File: src/rtl/dlle_pkg.sv
// ----------------------------------------------------------------------------
// dlle_pkg
// Shared types, constants and helpers of the doubly linked list engine.
// ----------------------------------------------------------------------------
package dlle_pkg;

  localparam int NODE_COUNT = 32;
  localparam int IDX_W      = (NODE_COUNT > 2) ? $clog2(NODE_COUNT) : 1;
  localparam int LNK_W      = $clog2(NODE_COUNT + 1);
  localparam int CNT_W      = LNK_W;
  localparam int DATA_W     = 32;
  localparam int FIELD_W    = 6;
  localparam int WIDE_W     = CNT_W + FIELD_W;

  localparam logic [LNK_W-1:0] NIL_LINK  = LNK_W'(NODE_COUNT);
  localparam logic [CNT_W-1:0] FULL_CNT  = CNT_W'(NODE_COUNT);

  typedef enum logic [2:0] {
    CMD_INS_FRONT  = 3'd0,
    CMD_INS_END    = 3'd1,
    CMD_INS_AFTER  = 3'd2,
    CMD_INS_BEFORE = 3'd3,
    CMD_DELETE     = 3'd4,
    CMD_SEARCH     = 3'd5
  } cmd_t;

  typedef enum logic [1:0] {
    STAT_OK      = 2'd0,
    STAT_MISSING = 2'd1,
    STAT_FULL    = 2'd2
  } status_t;

  typedef enum logic [1:0] {
    S_IDLE,
    S_WALK,
    S_NEW,
    S_FIX
  } state_t;

  typedef struct packed {
    logic [2:0]        command;
    logic signed [31:0] item_value;
    logic signed [31:0] anchor_value;
  } in_item_t;

  typedef struct packed {
    logic [1:0] status;
    logic [5:0] position;
    logic [5:0] node_total;
  } out_item_t;

  typedef struct packed {
    logic             set_en;
    logic             clr_en;
    logic [IDX_W-1:0] idx;
  } alloc_ctl_t;

  function automatic logic [FIELD_W-1:0] fit_field(input logic [CNT_W-1:0] v);
    logic [WIDE_W-1:0] w;
    w = WIDE_W'(v);
    return w[FIELD_W-1:0];
  endfunction

endpackage

File: src/rtl/doubly_linked_list_engine_core.sv
// ----------------------------------------------------------------------------
// doubly_linked_list_engine_core
// Ordered list of signed 32-bit values kept in a linked node pool.
// ----------------------------------------------------------------------------
// A command transfer happens on a clock edge with start high and busy low;
// in_data carries the command, the item value and the anchor value. Every
// command produces exactly one result on out_data, marked by out_valid for
// a single cycle. The receiver cannot stall, so the result is taken at the
// end of that cycle.
// Insert front and insert end pass the node write and link fix states
// before the result, or end at once when the pool is full. Insert after,
// insert before, delete and search walk the list from the head one node per
// cycle through a single payload compare; search ends at the match, delete
// adds the link fix state, insert after and before add the node write and
// link fix states unless the pool is full, a miss ends at the list's end
// and an unknown command ends at once. The walk rate is set by the
// registered read of the link memories feeding the next read address. busy
// is high from the transfer until the result is shown and stays low for a
// command that ends at once; a new command can be transferred in the cycle
// its predecessor's result is shown. Reset empties the list at once.
// ----------------------------------------------------------------------------
module doubly_linked_list_engine_core (
  input  logic                 clk,
  input  logic                 rst_n,
  input  logic                 start,
  output logic                 busy,
  input  dlle_pkg::in_item_t   in_data,
  output logic                 out_valid,
  output dlle_pkg::out_item_t  out_data
);
  import dlle_pkg::*;

  state_t state_r, state_nxt;

  logic [LNK_W-1:0]  head_r, head_nxt;
  logic [LNK_W-1:0]  tail_r, tail_nxt;
  logic [CNT_W-1:0]  len_r, len_nxt;
  logic [2:0]        cmd_r, cmd_nxt;
  logic [DATA_W-1:0] val_r, val_nxt;
  logic [DATA_W-1:0] key_r, key_nxt;
  logic [LNK_W-1:0]  cur_r, cur_nxt;
  logic [CNT_W-1:0]  pos_r, pos_nxt;
  logic [LNK_W-1:0]  at_r, at_nxt;
  logic [LNK_W-1:0]  nb_r, nb_nxt;
  logic [LNK_W-1:0]  nf_r, nf_nxt;
  logic [IDX_W-1:0]  slot_r, slot_nxt;
  logic              out_valid_r, out_valid_nxt;
  out_item_t         out_data_r, out_data_nxt;

  logic              fin;
  logic [1:0]        fin_status;
  logic [CNT_W-1:0]  fin_pos;

  logic [IDX_W-1:0]  free_idx;
  alloc_ctl_t        alloc_ctl;

  logic [IDX_W-1:0]  rd_addr;
  logic [DATA_W-1:0] pay_q;
  logic [LNK_W-1:0]  fwd_q, bwd_q;
  logic              pay_we, fwd_we, bwd_we;
  logic [IDX_W-1:0]  pay_wa, fwd_wa, bwd_wa;
  logic [LNK_W-1:0]  fwd_wd, bwd_wd;

  logic              accept;
  logic              hit;
  logic              full;
  logic              head_null;
  logic              fwd_null;
  logic [LNK_W-1:0]  slot_lnk;

  assign accept    = start && (state_r == S_IDLE);
  assign hit       = (pay_q == key_r);
  assign full      = (len_r == FULL_CNT);
  assign head_null = (head_r == NIL_LINK);
  assign fwd_null  = (fwd_q == NIL_LINK);
  assign slot_lnk  = LNK_W'(slot_r);
  assign rd_addr   = (state_r == S_IDLE) ? head_r[IDX_W-1:0] : fwd_q[IDX_W-1:0];

  dlle_ram #(.WIDTH(DATA_W), .DEPTH(NODE_COUNT)) u_payload_ram (
    .clk   (clk),
    .we    (pay_we),
    .waddr (pay_wa),
    .wdata (val_r),
    .raddr (rd_addr),
    .rdata (pay_q)
  );

  dlle_ram #(.WIDTH(LNK_W), .DEPTH(NODE_COUNT)) u_fwd_ram (
    .clk   (clk),
    .we    (fwd_we),
    .waddr (fwd_wa),
    .wdata (fwd_wd),
    .raddr (rd_addr),
    .rdata (fwd_q)
  );

  dlle_ram #(.WIDTH(LNK_W), .DEPTH(NODE_COUNT)) u_bwd_ram (
    .clk   (clk),
    .we    (bwd_we),
    .waddr (bwd_wa),
    .wdata (bwd_wd),
    .raddr (rd_addr),
    .rdata (bwd_q)
  );

  dlle_alloc u_alloc (
    .clk      (clk),
    .rst_n    (rst_n),
    .ctl      (alloc_ctl),
    .free_idx (free_idx)
  );

  always_comb begin
    state_nxt = state_r;
    unique case (state_r)
      S_IDLE: begin
        if (start) begin
          priority case (in_data.command)
            CMD_INS_FRONT, CMD_INS_END: begin
              state_nxt = full ? S_IDLE : S_NEW;
            end
            CMD_INS_AFTER, CMD_INS_BEFORE, CMD_DELETE, CMD_SEARCH: begin
              state_nxt = head_null ? S_IDLE : S_WALK;
            end
            default: begin
              state_nxt = S_IDLE;
            end
          endcase
        end
      end
      S_WALK: begin
        if (hit) begin
          priority case (cmd_r)
            CMD_INS_AFTER, CMD_INS_BEFORE: begin
              state_nxt = full ? S_IDLE : S_NEW;
            end
            CMD_DELETE: begin
              state_nxt = S_FIX;
            end
            default: begin
              state_nxt = S_IDLE;
            end
          endcase
        end else if (fwd_null) begin
          state_nxt = S_IDLE;
        end
      end
      S_NEW: begin
        state_nxt = S_FIX;
      end
      S_FIX: begin
        state_nxt = S_IDLE;
      end
      default: begin
        state_nxt = S_IDLE;
      end
    endcase
  end

  always_comb begin
    head_nxt   = head_r;
    tail_nxt   = tail_r;
    len_nxt    = len_r;
    cmd_nxt    = cmd_r;
    val_nxt    = val_r;
    key_nxt    = key_r;
    cur_nxt    = cur_r;
    pos_nxt    = pos_r;
    at_nxt     = at_r;
    nb_nxt     = nb_r;
    nf_nxt     = nf_r;
    slot_nxt   = slot_r;
    fin        = 1'b0;
    fin_status = STAT_OK;
    fin_pos    = '0;
    pay_we     = 1'b0;
    pay_wa     = slot_r;
    fwd_we     = 1'b0;
    fwd_wa     = slot_r;
    fwd_wd     = NIL_LINK;
    bwd_we     = 1'b0;
    bwd_wa     = slot_r;
    bwd_wd     = NIL_LINK;
    alloc_ctl  = '{set_en: 1'b0, clr_en: 1'b0, idx: slot_r};

    unique case (state_r)
      S_IDLE: begin
        if (accept) begin
          cmd_nxt  = in_data.command;
          val_nxt  = in_data.item_value;
          key_nxt  = ((in_data.command == CMD_INS_AFTER) ||
                      (in_data.command == CMD_INS_BEFORE)) ?
                     in_data.anchor_value : in_data.item_value;
          cur_nxt  = head_r;
          pos_nxt  = CNT_W'(1);
          slot_nxt = free_idx;
          priority case (in_data.command)
            CMD_INS_FRONT, CMD_INS_END: begin
              if (full) begin
                fin        = 1'b1;
                fin_status = STAT_FULL;
              end
            end
            CMD_INS_AFTER, CMD_INS_BEFORE, CMD_DELETE, CMD_SEARCH: begin
              if (head_null) begin
                fin        = 1'b1;
                fin_status = STAT_MISSING;
              end
            end
            default: begin
              fin = 1'b1;
            end
          endcase
        end
      end
      S_WALK: begin
        if (hit) begin
          at_nxt   = cur_r;
          nb_nxt   = bwd_q;
          nf_nxt   = fwd_q;
          slot_nxt = free_idx;
          if (cmd_r == CMD_SEARCH) begin
            fin     = 1'b1;
            fin_pos = pos_r;
          end else if ((cmd_r != CMD_DELETE) && full) begin
            fin        = 1'b1;
            fin_status = STAT_FULL;
          end
        end else if (fwd_null) begin
          fin        = 1'b1;
          fin_status = STAT_MISSING;
        end else begin
          cur_nxt = fwd_q;
          pos_nxt = pos_r + CNT_W'(1);
        end
      end
      S_NEW: begin
        pay_we = 1'b1;
        fwd_we = 1'b1;
        bwd_we = 1'b1;
        priority case (cmd_r)
          CMD_INS_FRONT: begin
            fwd_wd = head_r;
            bwd_wd = NIL_LINK;
          end
          CMD_INS_END: begin
            fwd_wd = NIL_LINK;
            bwd_wd = tail_r;
          end
          CMD_INS_AFTER: begin
            fwd_wd = nf_r;
            bwd_wd = at_r;
          end
          default: begin
            fwd_wd = at_r;
            bwd_wd = nb_r;
          end
        endcase
      end
      S_FIX: begin
        fin = 1'b1;
        if (cmd_r == CMD_DELETE) begin
          fwd_we    = (nb_r != NIL_LINK);
          fwd_wa    = nb_r[IDX_W-1:0];
          fwd_wd    = nf_r;
          bwd_we    = (nf_r != NIL_LINK);
          bwd_wa    = nf_r[IDX_W-1:0];
          bwd_wd    = nb_r;
          if (nb_r == NIL_LINK) begin
            head_nxt = nf_r;
          end
          if (nf_r == NIL_LINK) begin
            tail_nxt = nb_r;
          end
          len_nxt   = len_r - CNT_W'(1);
          alloc_ctl = '{set_en: 1'b0, clr_en: 1'b1, idx: at_r[IDX_W-1:0]};
        end else begin
          len_nxt   = len_r + CNT_W'(1);
          alloc_ctl = '{set_en: 1'b1, clr_en: 1'b0, idx: slot_r};
          fwd_wd    = slot_lnk;
          bwd_wd    = slot_lnk;
          priority case (cmd_r)
            CMD_INS_FRONT: begin
              bwd_we   = !head_null;
              bwd_wa   = head_r[IDX_W-1:0];
              head_nxt = slot_lnk;
              if (head_null) begin
                tail_nxt = slot_lnk;
              end
            end
            CMD_INS_END: begin
              fwd_we   = (tail_r != NIL_LINK);
              fwd_wa   = tail_r[IDX_W-1:0];
              tail_nxt = slot_lnk;
              if (tail_r == NIL_LINK) begin
                head_nxt = slot_lnk;
              end
            end
            CMD_INS_AFTER: begin
              fwd_we = 1'b1;
              fwd_wa = at_r[IDX_W-1:0];
              bwd_we = (nf_r != NIL_LINK);
              bwd_wa = nf_r[IDX_W-1:0];
              if (nf_r == NIL_LINK) begin
                tail_nxt = slot_lnk;
              end
            end
            default: begin
              fwd_we = (nb_r != NIL_LINK);
              fwd_wa = nb_r[IDX_W-1:0];
              bwd_we = 1'b1;
              bwd_wa = at_r[IDX_W-1:0];
              if (nb_r == NIL_LINK) begin
                head_nxt = slot_lnk;
              end
            end
          endcase
        end
      end
      default: begin
        fin = 1'b0;
      end
    endcase

    out_valid_nxt            = fin;
    out_data_nxt.status      = fin_status;
    out_data_nxt.position    = fit_field(fin_pos);
    out_data_nxt.node_total  = fit_field(len_nxt);
  end

  always_ff @(posedge clk) begin
    if (!rst_n) begin
      state_r     <= S_IDLE;
      head_r      <= NIL_LINK;
      tail_r      <= NIL_LINK;
      len_r       <= '0;
      out_valid_r <= 1'b0;
    end else begin
      state_r     <= state_nxt;
      head_r      <= head_nxt;
      tail_r      <= tail_nxt;
      len_r       <= len_nxt;
      out_valid_r <= out_valid_nxt;
    end
  end

  always_ff @(posedge clk) begin
    cmd_r      <= cmd_nxt;
    val_r      <= val_nxt;
    key_r      <= key_nxt;
    cur_r      <= cur_nxt;
    pos_r      <= pos_nxt;
    at_r       <= at_nxt;
    nb_r       <= nb_nxt;
    nf_r       <= nf_nxt;
    slot_r     <= slot_nxt;
    out_data_r <= out_data_nxt;
  end

  assign busy      = (state_r != S_IDLE);
  assign out_valid = out_valid_r;
  assign out_data  = out_data_r;

endmodule

File: src/rtl/dlle_ram.sv
// ----------------------------------------------------------------------------
// dlle_ram
// Generic single-write, single-read RAM with a registered read port.
// ----------------------------------------------------------------------------
module dlle_ram #(
  parameter int WIDTH = 32,
  parameter int DEPTH = 32,
  localparam int AW   = (DEPTH > 2) ? $clog2(DEPTH) : 1
) (
  input  logic             clk,
  input  logic             we,
  input  logic [AW-1:0]    waddr,
  input  logic [WIDTH-1:0] wdata,
  input  logic [AW-1:0]    raddr,
  output logic [WIDTH-1:0] rdata
);

  logic [WIDTH-1:0] mem [DEPTH];

  always_ff @(posedge clk) begin
    if (we) begin
      mem[waddr] <= wdata;
    end
    rdata <= mem[raddr];
  end

endmodule

File: src/rtl/dlle_alloc.sv
// ----------------------------------------------------------------------------
// dlle_alloc
// Slot occupancy flags and lowest-free-slot finder for the node pool.
// ----------------------------------------------------------------------------
module dlle_alloc (
  input  logic                    clk,
  input  logic                    rst_n,
  input  dlle_pkg::alloc_ctl_t    ctl,
  output logic [dlle_pkg::IDX_W-1:0] free_idx
);
  import dlle_pkg::*;

  logic [NODE_COUNT-1:0] in_use_r;
  logic [NODE_COUNT-1:0] in_use_nxt;

  always_comb begin
    in_use_nxt = in_use_r;
    if (ctl.set_en) begin
      in_use_nxt[ctl.idx] = 1'b1;
    end
    if (ctl.clr_en) begin
      in_use_nxt[ctl.idx] = 1'b0;
    end
  end

  always_comb begin
    free_idx = '0;
    for (int i = NODE_COUNT - 1; i >= 0; i--) begin
      if (!in_use_r[i]) begin
        free_idx = IDX_W'(i);
      end
    end
  end

  always_ff @(posedge clk) begin
    if (!rst_n) begin
      in_use_r <= '0;
    end else begin
      in_use_r <= in_use_nxt;
    end
  end

endmodule

File: config.mk
export PLATFORM = sky130hd
export DESIGN_NAME = doubly_linked_list_engine_core
export DESIGN_NICKNAME = d
export VERILOG_FILES = /design/src/rtl/dlle_pkg.sv /design/src/rtl/doubly_linked_list_engine_core.sv /design/src/rtl/dlle_ram.sv /design/src/rtl/dlle_alloc.sv
export SDC_FILE = /design/constraint.sdc
export NUM_CORES = 2
export LEC_CHECK = 0
export BUFFER_PORTS_ARGS = -buffer_cell sky130_fd_sc_hd__buf_4
export CAP_MARGIN = 20
export CELL_PAD_IN_SITES_DETAIL_PLACEMENT = 1
export CELL_PAD_IN_SITES_GLOBAL_PLACEMENT = 1
export CORE_ASPECT_RATIO = 1.75
export CORE_UTILIZATION = 30
export DETAILED_ROUTE_END_ITERATION = 8
export PLACE_DENSITY = 0.61
export RECOVER_POWER = 50
export SYNTH_ARGS = -nofsm -noshare
export SYNTH_HDL_FRONTEND = slang
export SYNTH_SLANG_ARGS = --single-unit
File: constraint.sdc
create_clock -name clk -period 3.55 [get_ports clk]
set_clock_uncertainty 0.05 [all_clocks]
set_input_delay 0.71 -clock clk [delete_from_list [all_inputs] [get_ports clk]]
set_output_delay 0.71 -clock clk [all_outputs]
set_load 0.05 [all_outputs]
==> results.cfg <==
[final_layout]
final_cells = 6402
num-fill-cells = 21000
nets = 3544
area_growth_pct = 16.8
layout_commonest_cell = edfxtp_1
drive_gt1_frac = 0.303
mostFrequentLayoutCells = edfxtp_1, mux4_2, buf_4

[drt]
wirelength_mm = 180
drtIter0Drc = 2824
drc = 0
ant_nets = 0
drt_first_pass_iters = 5
wl_per_cell_microns = 28.1
routed_via_density = 5.01
vias = 32100

[synth]
synth.yosys.seq_area_share = 0.746
synth_warnings = 0
synthAdderAreaFrac = 0.00188
yosys.area_share.simple = 0.0292
synth_top_family_by_area = multiplexers
synth_cell_types = 70
ys_seq_elements = 1621
syn_nets = 3226
syn_avg_cell_area_sq_um = 20.3
syn_inst = 3147
synthMuxAreaShare = 0.163
synthXorXnorAreaFrac = 0.00577
netlist_area_sq_mm = 0.0637
synth-edff-count = 1510
synth_compound_area_frac = 0.0367
async_reset_ff_frac = 0
synth_ff_type = edfxtp_1

[worst_setup_path]
crit_type = in2reg
critical_path.max_fanout = 27
cp.required_ps = 4010
cpMostUsedCell = clkbuf_1
r2r-end = u_payload_ram.mem[16][3]
crit_arrival_ps = 3900
r2r_cells = 7
crit_slowest_cell = clkbuf_1
cpPeakStageDelay_ps = 1610
crit_path_cell_trace = clkbuf_1 -> ha_1 -> clkbuf_1 -> mux2_1
r2r_start = state_r[1]
startpoint_type = input pin
worstSetupEndpointType = register
timing.reg2reg.setup_slack_ps = 120

[power]
pwr-share-seq = 0.519
p_comb_frac = 0.074
peakVddDrop_v = 0.000336
swShare = 0.226
leakage_nw = 23.2
pwr-share-clk = 0.407
p_switching_mw = 9.38
p_int_mw = 32.2
powerDensity_mw_per_mm2 = 558

[cts]
worst_skew_pair.late_latency_ps = 810
cts_tree = built
cts_root_buf = clkbuf_16
path_clk_slew_ps = 60
cts_inserted_buffers = 163
cts_max_path_buffers = 4
cts.sinks = 1621
htreeDepth = 4

[floorplan]
die_h_microns = 612
die_area_sq_mm = 0.214
die_w_microns = 350
initial_core_util = 0.302
coreArea_sq_mm = 0.211
rows = 223
ios = 86

[timing]
tightest_slew_ps = 2200
relSlewSlack = -0.469
fmax_mhz = 291
hold_violations = 0
rsz0062_at_grt = true
slew_violations = 94
setup_ws_ps = 110
period_share = 0.969
fin_crit_ps = 3440
setup_viol = 0

[run_status]
violations = capacitance limit, slew limit
status = finished with violations

[placed_design]
post-place-ws_ps = 117
placed_cells = 6108
finalWeightedCongestion = 0.885
dp_hpwl_mm = 113
portBuffers = 85

[hold_path]
hold_depth = 1
hold_path_class = in2reg
hold_path_end = val_r[8]
worstHoldStart = in_data[40]

[grt]
overflow = 0
grt_pass1_wl_mm = 256
grt_usage = 0.167
first_global_vias = 35400
grt_max_degree = 41
antenna_found_initial = 5

[run]
maxCapViolations = 3
-- state kept, by name, indices dropped and copies added, names as in the netlist, 5 cells and up --
name	flops
u_bwd_ram.rdata	6
u_bwd_ram.mem	192
nb_r	6
val_r	32
u_payload_ram.rdata	32
u_fwd_ram.mem	192
u_fwd_ram.rdata	6
len_r	6
pay_wa	5
u_alloc.in_use_r	32
nf_r	6
tail_r	6
out_data	14
pos_r	6
key_r	32
cur_r	6
head_r	6
at_r	6
u_payload_ram.mem	1024
-- cell usage after synthesis (all sizes together) (15+ instances only) --
library cell,instances,area share
a21oi,41,0.0032
mux2i,104,0.017
nand3,33,0.0026
xor2,27,0.0037
xnor2,15,0.0021
and2,24,0.0024
inv,27,0.0016
clkbuf,74,0.0044
o21ai,43,0.0034
nand2,84,0.0049
edfxtp,1510,0.71
nor2,180,0.011
mux2,130,0.023
a221oi,44,0.0098
o221a,26,0.0046
dfxtp,111,0.035
mux4,350,0.12
buf,92,0.011
o22ai,53,0.0052
-- timing repair --
action / 4_1_cts / 5_1_grt
hold buffers: 2 / 0
endpoints found under the setup margin: 0 / 50
endpoints found under the hold margin: 2 / 0
buffers inserted: 0 / 0
gates resized for setup: 0 / 3
-- area by class of cell --
class                   count  area (sq um)  area share
inverters                  29           109     0.00146
flip-flops and latches   1621         47600       0.639
clock inverters            83           687     0.00923
well taps                2812          3520      0.0473
clock buffers             206          4460      0.0599
diodes                      1          2.50   0.0000336
multi-input cells        1331         15400       0.206
repair buffers            319          2750      0.0369
-- metrics by stage --
stage                     power [mW]  cell area [sq um]   util  hold slack (ps)  TNS (ps)
after global placement          25.1              69700  0.331              346         0
after CTS                       42.0              74900  0.355             3.08         0
after global routing            42.7              74400  0.353             56.9      -214
after detailed placement        25.1              69800  0.331              345         0
after floorplan                 23.8              63700      -              336         0
final                           41.5              74400  0.353             82.5         0
-- routing by layer --
metal | global-route usage | vias up | routed length, microns
li1 | - | 13600 | -
met1 | 0.185 | 17300 | 66600
met2 | 0.316 | 818 | 98600
met3 | 0.0227 | 347 | 6990
met4 | 0.0662 | 0 | 7400
met5 | 0 | - | 0
-- how the worst max path moves through the flow --
stage,startpoint,endpoint,depth (start not counted)
finish,in_data[65],key_r[21],4
global placement,cmd_r[1],u_bwd_ram.mem[2][3],9
detailed placement,cmd_r[1],u_bwd_ram.mem[29][5],8
floorplan,cmd_r[1],u_bwd_ram.mem[0][3],7
CTS,cmd_r[1],u_bwd_ram.mem[29][4],8
global route,cmd_r[1],u_fwd_ram.mem[15][3],6
-- worst max-delay path, delay by kind of cell --
family,cells,cell delay (ps)
mux,1,500
fa+ha+maj,1,630
buf+inv,2,1970
-- kinds of logic (layout without fill, tap and decap cells) --
logic type / after synthesis / in the layout
flops: 1621 / 1621
mux: 584 / 584
simple gates: 405 / 405
compound gates: 291 / 291
buf+inv: 195 / 637
xor+xnor: 42 / 42
fa+ha+maj: 9 / 9
other cells: 0 / 1
-- power by group through the flow --
stage          Clock, mW  Sequential (mW)  Combinational (mW)
6_report            16.9             21.6                3.06
5_1_grt             17.8             21.6                3.24
4_1_cts             17.3             21.6                3.15
3_5_place_dp           0             22.0                3.13
3_3_place_gp           0             22.0                3.10
2_1_floorplan          0             21.8                1.98
Note: power is estimated with default switching activity, not from simulation.
